## src/hw/rtl/ddpc_pkg.sv

```systemverilog
`timescale 1ns / 1ps
package ddpc_pkg;

	localparam int WORD_BITS  = 64;
	localparam int RADIX_BITS = 8;
	// quotient bits resolved per division cycle
	localparam int DIV_BITS   = 8;
	localparam int CHUNKS     = WORD_BITS / DIV_BITS;
	localparam int CHUNK_W    = $clog2(CHUNKS);

	localparam int STEP_W = 3;
	localparam int OP_W   = 3;
	localparam int COND_W = 3;

	typedef logic [STEP_W-1:0] step_t;
	typedef logic [OP_W-1:0]   op_t;
	typedef logic [COND_W-1:0] cond_t;

	// program steps
	localparam step_t STEP_WAIT       = 3'd0;
	localparam step_t STEP_CHECK      = 3'd1;
	localparam step_t STEP_DIV        = 3'd2;
	localparam step_t STEP_DIGIT      = 3'd3;
	localparam step_t STEP_EMIT       = 3'd4;
	localparam step_t STEP_EMIT_RETRY = 3'd5;
	localparam step_t STEP_ZERO       = 3'd6;
	localparam step_t STEP_ZERO_RETRY = 3'd7;

	// datapath operations
	localparam op_t OP_NONE      = 3'd0;
	localparam op_t OP_LOAD      = 3'd1;
	localparam op_t OP_DIV       = 3'd2;
	localparam op_t OP_DIGIT     = 3'd3;
	localparam op_t OP_EMIT      = 3'd4;
	localparam op_t OP_EMIT_ZERO = 3'd5;

	// jump conditions
	localparam cond_t COND_ALWAYS      = 3'd0;
	localparam cond_t COND_NO_WORD     = 3'd1;
	localparam cond_t COND_BOUND_ZERO  = 3'd2;
	localparam cond_t COND_DIV_MORE    = 3'd3;
	localparam cond_t COND_DIGITS_LEFT = 3'd4;
	localparam cond_t COND_OUT_FREE    = 3'd5;

	typedef struct packed {
		op_t   op;
		cond_t cond;
		step_t target;
	} ucode_t;

	typedef struct packed {
		logic word_valid;
		logic bound_zero;
		logic div_more;
		logic digits_left;
		logic out_free;
	} status_t;

	// control store: jump to target when cond holds, else fall through
	function automatic ucode_t ucode_rom(step_t step);
		ucode_t w;
		case (step)
			STEP_WAIT:       w = '{OP_LOAD,      COND_NO_WORD,     STEP_WAIT};
			STEP_CHECK:      w = '{OP_NONE,      COND_BOUND_ZERO,  STEP_ZERO};
			STEP_DIV:        w = '{OP_DIV,       COND_DIV_MORE,    STEP_DIV};
			STEP_DIGIT:      w = '{OP_DIGIT,     COND_DIGITS_LEFT, STEP_DIV};
			STEP_EMIT:       w = '{OP_EMIT,      COND_OUT_FREE,    STEP_WAIT};
			STEP_EMIT_RETRY: w = '{OP_NONE,      COND_ALWAYS,      STEP_EMIT};
			STEP_ZERO:       w = '{OP_EMIT_ZERO, COND_OUT_FREE,    STEP_WAIT};
			STEP_ZERO_RETRY: w = '{OP_NONE,      COND_ALWAYS,      STEP_ZERO};
			default:         w = '{OP_NONE,      COND_ALWAYS,      STEP_WAIT};
		endcase
		return w;
	endfunction

endpackage

```

## src/hw/rtl/ddpc_seq.sv

```systemverilog
`timescale 1ns / 1ps
module ddpc_seq import ddpc_pkg::*; (
	input  logic    clk,
	input  logic    arst_n,
	input  status_t status,
	output op_t     op,
	output step_t   step
);

	step_t  step_q;
	ucode_t uw;
	logic   take;

	assign uw = ucode_rom(step_q);

	always_comb begin
		case (uw.cond)
			COND_ALWAYS:      take = 1'b1;
			COND_NO_WORD:     take = !status.word_valid;
			COND_BOUND_ZERO:  take = status.bound_zero;
			COND_DIV_MORE:    take = status.div_more;
			COND_DIGITS_LEFT: take = status.digits_left;
			COND_OUT_FREE:    take = status.out_free;
			default:          take = 1'b1;
		endcase
	end

	always_ff @(posedge clk or negedge arst_n) begin
		if (!arst_n) begin
			step_q <= STEP_WAIT;
		end else begin
			step_q <= take ? uw.target : step_q + STEP_W'(1);
		end
	end

	assign op   = uw.op;
	assign step = step_q;

endmodule

```

## src/hw/rtl/ddpc_dp.sv

```systemverilog
`timescale 1ns / 1ps
module ddpc_dp import ddpc_pkg::*; (
	input  logic                    clk,
	input  logic                    arst_n,
	input  op_t                     op,
	output status_t                 status,
	input  logic                    cfg_we,
	input  logic [RADIX_BITS-1:0]   cfg_wdata,
	input  logic                    in_valid,
	output logic                    in_ready,
	input  logic [2*WORD_BITS-1:0]  in_data,
	output logic                    out_valid,
	input  logic                    out_ready,
	output logic [2*WORD_BITS-1:0]  out_data
);

	logic [RADIX_BITS-1:0] radix_q;
	logic [RADIX_BITS-1:0] rdx;
	logic [CHUNK_W-1:0]    chunk_q;
	logic                  out_valid_q;
	logic [2*WORD_BITS-1:0] out_data_q;

	logic [WORD_BITS-1:0]  m_q, y_q, n_q, f_q, w_q;
	logic [RADIX_BITS-1:0] rm_q, ry_q;

	logic [RADIX_BITS+WORD_BITS-1:0] m_div, y_div;
	logic [RADIX_BITS:0]             mp1;
	logic [WORD_BITS+RADIX_BITS:0]   w_prod;
	logic [WORD_BITS+RADIX_BITS-1:0] y_prod;
	logic [WORD_BITS-1:0]            f_next;
	logic                            accept, out_free;

	// DIV_BITS steps of restoring division; returns {remainder, shifted value}
	function automatic logic [RADIX_BITS+WORD_BITS-1:0] div_chunk(
		input logic [RADIX_BITS-1:0] rem,
		input logic [WORD_BITS-1:0]  val,
		input logic [RADIX_BITS-1:0] d
	);
		logic [RADIX_BITS:0]   trial;
		logic [RADIX_BITS-1:0] r;
		logic [WORD_BITS-1:0]  v;
		r = rem;
		v = val;
		for (int i = 0; i < DIV_BITS; i++) begin
			trial = {r, v[WORD_BITS-1]};
			v = {v[WORD_BITS-2:0], 1'b0};
			if (trial >= {1'b0, d}) begin
				r = RADIX_BITS'(trial - {1'b0, d});
				v[0] = 1'b1;
			end else begin
				r = trial[RADIX_BITS-1:0];
			end
		end
		return {r, v};
	endfunction

	// radix of 0 or 1 counts as 2
	assign rdx = (radix_q < RADIX_BITS'(2)) ? RADIX_BITS'(2) : radix_q;

	assign m_div = div_chunk(rm_q, m_q, rdx);
	assign y_div = div_chunk(ry_q, y_q, rdx);

	// digit step, LSB first: a digit above the dominator's replaces the running count
	assign mp1    = {1'b0, rm_q} + (RADIX_BITS+1)'(1);
	assign w_prod = w_q * mp1;
	assign y_prod = w_q * ry_q;
	assign f_next = (ry_q > rm_q) ? w_prod[WORD_BITS-1:0] : f_q + y_prod[WORD_BITS-1:0];

	assign in_ready = (op == OP_LOAD);
	assign accept   = in_valid && in_ready;
	assign out_free = !out_valid_q || out_ready;

	always_ff @(posedge clk or negedge arst_n) begin
		if (!arst_n) begin
			radix_q     <= RADIX_BITS'(2);
			chunk_q     <= '0;
			out_valid_q <= 1'b0;
		end else begin
			if (cfg_we)
				radix_q <= cfg_wdata;
			if (accept)
				chunk_q <= '0;
			else if (op == OP_DIV)
				chunk_q <= chunk_q + CHUNK_W'(1);
			if ((op == OP_EMIT || op == OP_EMIT_ZERO) && out_free)
				out_valid_q <= 1'b1;
			else if (out_ready)
				out_valid_q <= 1'b0;
		end
	end

	always_ff @(posedge clk) begin
		case (op)
			OP_LOAD: begin
				if (accept) begin
					m_q  <= in_data[WORD_BITS-1:0];
					n_q  <= in_data[2*WORD_BITS-1:WORD_BITS];
					y_q  <= in_data[2*WORD_BITS-1:WORD_BITS] - WORD_BITS'(1);
					rm_q <= '0;
					ry_q <= '0;
					f_q  <= WORD_BITS'(1);
					w_q  <= WORD_BITS'(1);
				end
			end
			OP_DIV: begin
				{rm_q, m_q} <= m_div;
				{ry_q, y_q} <= y_div;
			end
			OP_DIGIT: begin
				f_q  <= f_next;
				w_q  <= w_prod[WORD_BITS-1:0];
				rm_q <= '0;
				ry_q <= '0;
			end
			OP_EMIT: begin
				if (out_free)
					out_data_q <= {f_q, n_q - f_q};
			end
			OP_EMIT_ZERO: begin
				if (out_free)
					out_data_q <= '0;
			end
			default: begin
			end
		endcase
	end

	assign status.word_valid  = in_valid;
	assign status.bound_zero  = (n_q == '0);
	assign status.div_more    = (chunk_q != CHUNK_W'(CHUNKS - 1));
	assign status.digits_left = (m_q != '0) || (y_q != '0);
	assign status.out_free    = out_free;

	assign out_valid = out_valid_q;
	assign out_data  = out_data_q;

endmodule

```

## src/hw/rtl/digit_dominance_prefix_count_unit.sv

```systemverilog
`timescale 1ns / 1ps
// Digit-dominance prefix count. For each input word (dominator m, bound n) the unit
// counts the values x below n whose every digit in the configured radix is at most
// the matching digit of m (miss_count) and the rest (hit_count = n - miss_count).
// For a prime radix p these are the counts of k < n with C(m,k) nonzero / zero mod p.
// A bound of zero gives two zero counts. A radix of 0 or 1 is treated as 2. The radix
// is to be written by the user through cfg_we / cfg_wdata only while the unit is idle;
// the unit itself does not enforce this. The radix resets to 2. One word is handled
// at a time. After the input word is taken, each radix digit costs a pass of the two
// 8-bit-per-cycle restoring dividers that split off the low digit of m and n-1, plus
// one multiply-accumulate step of the digit DP, until all D digits of the larger of m
// and n-1 are used and the result is registered (D is 64 for radix 2 and all-ones
// operands). A zero bound skips the digit walk. The next word is taken as soon as
// the result sits in the output register, even if the downstream side has not taken
// it yet. Control is a small microprogram: a step counter reads a control word
// from a read-only table, which drives the datapath and picks a conditional jump.
module digit_dominance_prefix_count_unit import ddpc_pkg::*; (
	input  logic                   clk,
	input  logic                   arst_n,
	input  logic                   cfg_we,
	input  logic [RADIX_BITS-1:0]  cfg_wdata,      // radix
	input  logic                   s_axis_tvalid,
	output logic                   s_axis_tready,
	input  logic [2*WORD_BITS-1:0] s_axis_tdata,   // [63:0] dominator, [127:64] bound
	output logic                   m_axis_tvalid,
	input  logic                   m_axis_tready,
	output logic [2*WORD_BITS-1:0] m_axis_tdata    // [63:0] hit_count, [127:64] miss_count
);

	status_t status;
	op_t     op;
	step_t   step;

	// microprogram sequencer
	ddpc_seq u_seq (
		.clk    (clk),
		.arst_n (arst_n),
		.status (status),
		.op     (op),
		.step   (step)
	);

	// divider, digit DP and output register
	ddpc_dp u_dp (
		.clk       (clk),
		.arst_n    (arst_n),
		.op        (op),
		.status    (status),
		.cfg_we    (cfg_we),
		.cfg_wdata (cfg_wdata),
		.in_valid  (s_axis_tvalid),
		.in_ready  (s_axis_tready),
		.in_data   (s_axis_tdata),
		.out_valid (m_axis_tvalid),
		.out_ready (m_axis_tready),
		.out_data  (m_axis_tdata)
	);

`ifndef SYNTHESIS
	// a taken word starts the program
	a_accept_starts: assert property (@(posedge clk) disable iff (!arst_n)
		(s_axis_tvalid && s_axis_tready) |=> (step == STEP_CHECK))
		else $error("accepted word did not start the program");

	// the program only starts from a taken word
	a_start_needs_word: assert property (@(posedge clk) disable iff (!arst_n)
		(step == STEP_CHECK) |-> $past(s_axis_tvalid && s_axis_tready))
		else $error("program started without an input word");

	// a result appears only from an emit step
	a_result_from_emit: assert property (@(posedge clk) disable iff (!arst_n)
		$rose(m_axis_tvalid) |-> ($past(step) == STEP_EMIT || $past(step) == STEP_ZERO))
		else $error("result word not produced by an emit step");
`endif

endmodule

```

## config.mk

```make
export PLATFORM = sky130hd
export DESIGN_NAME = digit_dominance_prefix_count_unit
export DESIGN_NICKNAME = d
export VERILOG_FILES = /design/src/hw/rtl/ddpc_pkg.sv /design/src/hw/rtl/ddpc_seq.sv /design/src/hw/rtl/ddpc_dp.sv /design/src/hw/rtl/digit_dominance_prefix_count_unit.sv
export SDC_FILE = /design/constraint.sdc
export NUM_CORES = 2
export LEC_CHECK = 0
export BUFFER_PORTS_ARGS = -buffer_cell sky130_fd_sc_hd__buf_2
export CAP_MARGIN = 10
export CORE_UTILIZATION = 40
export DETAILED_ROUTE_END_ITERATION = 7
export PLACE_DENSITY_LB_ADDON = 0.08
export SLEW_MARGIN = 30
export SYNTH_ARGS = -nofsm -noshare
export SYNTH_HDL_FRONTEND = slang
export SYNTH_SLANG_ARGS = --single-unit
```

## constraint.sdc

```tcl
create_clock -name clk -period 33.5 [get_ports clk]
set_input_delay 5.025 -clock clk [delete_from_list [all_inputs] [get_ports clk]]
set_output_delay 5.025 -clock clk [all_outputs]
set_load 0.02 [all_outputs]
```

; Yosys cells after proc, flatten, opt, wreduce, memory -nomap -nowiden
; Memories as Yosys holds them, arrays and structs flattened.
; Cells that the tools add are included.
[classes]
addsub = 22
n_mul = 2
n_lt_le_gt_ge = 18
n_eq_ne = 14
n_mux = 53
reduce_logical = 21
[op_table]
columns = op, n
row1 = $pmux W64 S2, 4
row2 = $mux W128, 2
row3 = $mux W64, 4
row4 = $pmux W128 S2, 1
row5 = $ge A9 B8 Y1, 16
row6 = $mux W8, 18
row7 = $reduce_bool A64 Y1, 2
row8 = $sub A8 B8 Y8, 16
row9 = $add A64 B64 Y64, 1
row10 = $logic_not A64 Y1, 1
row11 = $mul A64 B8 Y64, 1
row12 = $mul A64 B9 Y64, 1
row13 = $sub A64 B1 Y64 const B, 1
row14 = $sub A64 B64 Y64, 1
row15 = $pmux W8 S3, 2
row16 = $mux W1, 18
row17 = $eq A3 B2 Y1 const B, 4
row18 = $eq A3 B3 Y1 const B, 4
row19 = $reduce_bool A2 Y1, 5
row20 = $add A8 B1 Y9 const B, 1
row21 = $mux W3, 3
row22 = $gt A8 B8 Y1, 1
row23 = $lt A8 B2 Y1 const B, 1
row24 = $reduce_and A2 Y1, 4
row25 = 11 further kinds, 18
[word_totals]
reg_bits = 479
rom_bits = 64
elab_cells = 143
mem_count = 1
[memory_table]
columns = memory, depth, word_bits, read_ports, rd_ports_with_merged_regs, wr, line
row1 = (no name shown), 8, 8, 1, 0, 0, ddpc_pkg.sv:62  ; case (step)

; Longest topological paths before layout
[depth]
word_depth = 19
depth_mapped = 95

; Hierarchy
; From an unflattened synthesis, not the netlist that was laid out.
[hier_totals]
hier_cells = 6589
hier_area_um2 = 61056.1
[modules_own_cells]
columns = mod, n_inst, cells_each, area_each_um2
row1 = ddpc_dp, 1, 6561, 60780.8
row2 = ddpc_seq, 1, 28, 275.3

; Worst setup path before layout
; No wires, ideal clock.
[synth_path]
path_kind = register to register
from = register u_dp.radix_q[5]
to = register u_dp.rm_q[6], data pin
setup_ns = 0.255
arrival_ns = 18.328
t_required_ns = 33.245
path_slack_ns = 14.917
stages_incl_launch_ff = 91
synth_period_minus_slack_ns = 18.583
cell_sequence = dfrtp_1 -> nor4_1 -> a21oi_1 -> ha_1 -> nand2_1 -> o21ai_1 -> a221oi_4 -> mux2_2 -> inv_1 -> ha_1 -> nor2b_1 -> o21ai_0 -> nand4b_1 -> nand3_1 -> nor2b_1 -> clkbuf_1 -> mux2_2 -> inv_1 -> [55 not listed] -> o21ai_0 -> o211ai_1 -> a21o_1 -> a211oi_4 -> mux2i_1 -> ha_1 -> a21o_1 -> a21o_1 -> a21o_1 -> a21o_1 -> a21o_1 -> a21oi_1 -> o21ai_0 -> a21oi_1 -> o221a_2 -> mux2_2 -> nor3_1 -> a31o_1
[synth_via]
elab_chain_cells = 19
[synth_rtl]
columns = item, line
row1 = "start, declared", ddpc_dp.sv:17  ; logic [RADIX_BITS-1:0] radix_q;
row2 = "start signal, assigned", ddpc_dp.sv:80  ; radix_q <= cfg_wdata;
row3 = $lt A8 B2 Y1, ddpc_dp.sv:58  ; assign rdx = (radix_q < RADIX_BITS'(2)) ? RADIX_BITS'(2) : radix_q;
row4 = $mux W8 (*), ddpc_dp.sv:58
row5 = $sub A8 B8 Y8 or $ge A9 B8 Y1 (tied branches), "ddpc_dp.sv:48, ddpc_dp.sv:47"
row6 = $mux W8, ddpc_dp.sv:47  ; if (trial >= {1'b0, d}) begin
row7 = $sub A8 B8 Y8 or $ge A9 B8 Y1 (tied branches), "ddpc_dp.sv:48, ddpc_dp.sv:47"
row8 = $mux W8, ddpc_dp.sv:47
row9 = $sub A8 B8 Y8 or $ge A9 B8 Y1 (tied branches), "ddpc_dp.sv:48, ddpc_dp.sv:47"
row10 = $mux W8, ddpc_dp.sv:47
row11 = [3 not listed], -
row12 = $mux W8, ddpc_dp.sv:47
row13 = $sub A8 B8 Y8 or $ge A9 B8 Y1 (tied branches), "ddpc_dp.sv:48, ddpc_dp.sv:47"
row14 = $mux W8, ddpc_dp.sv:47
row15 = $sub A8 B8 Y8 or $ge A9 B8 Y1 (tied branches), "ddpc_dp.sv:48, ddpc_dp.sv:47"
row16 = $mux W8, ddpc_dp.sv:47
row17 = $ge A9 B8 Y1 or $sub A8 B8 Y8 (tied branches), "ddpc_dp.sv:47, ddpc_dp.sv:48"
row18 = $mux W8 (*), ddpc_dp.sv:47
row19 = $pmux W8 S3 (*), ddpc_dp.sv:93  ; case (op)
row20 = "end signal, assigned", ddpc_dp.sv:106  ; {rm_q, m_q} <= m_div;
row21 = "end, declared", ddpc_dp.sv:24  ; logic [RADIX_BITS-1:0] rm_q, ry_q;
; Every way passes the cells marked *; elsewhere a longest branch is shown, timed or not.
; A chain may end at the register's enable or synchronous reset.

; Worst setup path in the final report
[layout_path]
from = register u_dp.radix_q[5]
to = register u_dp.rm_q[1], data pin
; The elaborated chain is that of the path after synthesis.

==> summary.md <==
| Metric | Value |
|---|---|
| Final worst path period need | 21.23 ns |
| Final Setup Violations | 0 |
| Count of input and output buffers | 270 |
| DR DRC count | 0 |
| Most repeated library cell on the critical path | o21ai_0 |
| Critical path's slowest cell | nor2b_1 |
| Residual overflow from global routing | 0 |
| Max-cap violations | 0 |
| Setup CP Type | reg2reg |
| Htree depth | 2 |
| CTS clk-pin slew, worst paths | 0.06 ns |
| Post-detailed-route wirelength per cell | 22.60 um |
| Worst min path class | reg2reg |
| Syn nets | 7,946 |
| Worst-Margin Slew | 1.055 ns |
| Yosys reg bits | 479 |
| Xor-xnor portion of the synthesized cell area | 4.811% |
| Post-DRT Antenna Nets | 0 |
| Die Y | 393.1 um |
| Met1 GRT Util | 35.32% |
| Data arrival, critical path | 21.64 ns |
| Vias per inst | 5.321 |
| Gr usage total | 26.07% |
| CP startpoint kind | flop |
| Final instance area | 0.06676 mm2 |
| Clock root cell | clkbuf_16 |
| Avg Cell Area, Syn | 9.238 um2 |
| # Post-CTS Setup Buffers | 0 |
| Detailed Place HPWL | 151.9 mm |
| First-pass GRT wire length | 302.8 mm |
| Req. time, crit path | 33.91 ns |
| Final core occ | 43.95% |
| Layout Skew | 0.04676 ns |
| Post-CTS Hold Fix Bufs | 0 |
| GRT busiest layer | met2 |
| Fin crit share | 63.37% |
| Fin Setup TNS | 0 ns |
| Status | finished, final reports clean |
| WHS | 0.5318 ns |
| Vias | 46,956 |
| Adder-Cell Fraction of Synth Area | 34.38% |
| Initial Util | 40.27% |
| Clock Path Buffers | 3 |
| CP endpoint kind | flop |
| Fmax | 0.04710 GHz |
| CTS tree | built |
| Num Clock Sinks | 479 |
| Synthesized instance count | 6,622 |
| Unrepaired setup endpoints after global routing | false |
| Cts repair resizes | 0 |
| Die X | 393.1 um |
| Placement Cell Area | 0.06461 mm2 |
| Antenna violations before repair | 8 |
| CP Max Fanout | 16 |
| I/O pins | 271 |
| DR iter-0 viols | 3,142 |
| Row count | 143 |
| Initial DRT Pass Iterations | 5 |
| Grt met3 use | 2.687% |
| Post-synthesis sequential area ratio | 23.39% |
| Area Growth Syn to Fin | 9.141% |
| Pin count of the biggest net entering global routing | 113 |
| Multiplexer share of the synthesized area | 1.747% |
| Final hold vios | 0 |
| Met2 Use GR | 43.86% |
| # nets final | 8,062 |
| Asr flop ratio synth | 3.132% |
| WL final | 199.4 mm |
| Share of cells above drive strength 1 | 8.101% |
| Synthesized cell area | 0.06117 mm2 |
| Die ar. | 0.1545 mm2 |
| Num CTS Buffers | 59 |
| Vias in the first global route | 48,261 |
| Placeable Area | 0.1519 mm2 |
| Commonest register cell after synthesis | edfxtp_1 |
| Clk_lat worst skew | 0.70 ns |
| Slew Viols, Final | 0 |
| Synth Area in Compound Gates | 9.754% |
| Post-synth EDFFs | 464 |
| Placer Congestion | 0.9063 |
| Max-slew headroom | 29.03% |
| Main combinational cell family by area after synthesis | adder cells |
| Post-synth cell types | 96 |
| Slowest stage delay, CP | 0.78 ns |
| Synth warn | 0 |
| Simple-gate share of the synthesized area | 18.55% |
cell usage in the layout, fill, tap and decap left out, types with 16 or more instances in the layout:
cell       count
ha_1         352
o21bai_1      29
nand2_1     1016
a31oi_1       29
buf_2        270
nor3_1        54
a21o_1       160
a21oi_1      262
and3_1        23
nand2b_1     125
nor2b_1      243
a211oi_1      23
o21ai_0      230
xor2_1       113
or3_1         16
nor2_1       414
edfxtp_1     464
nor4_1        70
o211ai_1      20
and2_1       227
mux2i_1       42
o31ai_1       16
buf_4         61
fa_1         830
nand3_1       77
clkbuf_16     60
inv_1        915
nand4_1       55
xnor2_1      217
o21a_1        42
mux2_2        47
routing by layer:
metal	up-vias	share of wire, %
met5	-	0.0060
met4	2	3.2
met3	238	4.5
met2	1134	48
met1	23865	44
li1	21717	-
through the flow:
step                std cells  setup WS, ns
finish                   8824         12.27
global route             8821         10.24
CTS                      8819         12.28
detailed placement       8707         12.32
global placement         8707         12.52
floorplan                6622         14.92
critical path: cells and delay by family, from the launching register on:
family | cells | cell delay, ns
mux | 6 | 2.08
simple gates | 19 | 4.49
fa+ha+maj | 8 | 2.53
flops | 1 | 0.38
compound gates | 47 | 10.82
buf+inv | 6 | 0.63
final timing paths:
| check | startpoint | endpoint | slack (ns) | depth (start not counted) |
|---|---|---|---|---|
| worst max-delay path | u_dp.radix_q[5] | u_dp.rm_q[1] | 12.27 | 86 |
| worst min-delay path | u_dp.radix_q[0] | u_dp.radix_q[0] | 0.53 | 1 |
| worst max register to register | u_dp.radix_q[5] | u_dp.rm_q[1] | 12.27 | 86 |
| worst min register to register | u_dp.radix_q[0] | u_dp.radix_q[0] | 0.53 | 1 |
| max in group asynchronous | arst_n | u_dp.radix_q[7] | 28.75 | 1 |
| min in group asynchronous | arst_n | u_dp.out_valid | 4.33 | 1 |
cell type report:
type,instances,area (um2)
inverter,916,3438
sequential,479,14310
multi-input combinational,4949,42490
timing repair buffer,333,1841
clock buffer,71,1563
fill,15018,85140
antenna,5,12.51
clock inverter,41,574.3
tap,2030,2540
flip-flops by register name, indices dropped and copies added, names as in the netlist:
register	count
u_dp.chunk_q	3
u_dp.f_q	64
u_dp.m_q	64
u_dp.n_q	64
u_dp.out_data	128
u_dp.out_valid	1
u_dp.radix_q	8
u_dp.rm_q	8
u_dp.ry_q	8
u_dp.w_q	64
u_dp.y_q	64
u_seq.step	3
synthesized netlist by cell type, types with 6 or more instances:
cell	instances	area, um2
nor2b_1	243	1520
o21bai_1	29	217.7
fa_1	830	16620
o21ai_0	230	1151
or3_1	16	100.1
and3_1	24	150.1
mux2i_1	42	420.4
nand2b_1	126	788.3
a211oi_1	23	172.7
mux2_2	47	529.3
edfxtp_1	464	13930
nor3_1	54	270.3
nand2_1	1018	3821
xor2_1	114	998.5
nor4_1	71	444.2
and4_1	7	61.31
a31oi_1	29	181.4
a41oi_1	8	70.07
o21ai_1	7	35.03
nor2_1	417	1565
xnor2_1	222	1944
clkbuf_1	250	938.4
o2111ai_1	6	52.55
or2_2	16	100.1
inv_1	916	3438
o31ai_1	16	120.1
o31a_1	9	78.83
dfrtp_1	14	350.3
a21boi_0	14	105.1
nand4_1	55	344.1
o22ai_1	8	50.05
nand3_1	77	385.4
o211ai_1	20	150.1
a211o_1	10	87.58
a21o_1	160	1201
nor3b_1	9	67.56
or4_1	13	97.59
o21a_1	42	315.3
ha_1	353	4417
and2_1	227	1420
a21oi_1	263	1316
buf_1	22	82.58
kinds of logic after synthesis:
family,Yosys count
AOI/OAI and AO/OA,938
xor gates and xnor gates,336
adders and majority gates,1183
buffers and inverters,1194
DFF,479
muxes,96
and+or+nand+nor,2396
Power is not shown: default switching activity piles up to over one toggle a cycle in this logic, so the estimate is an artifact.
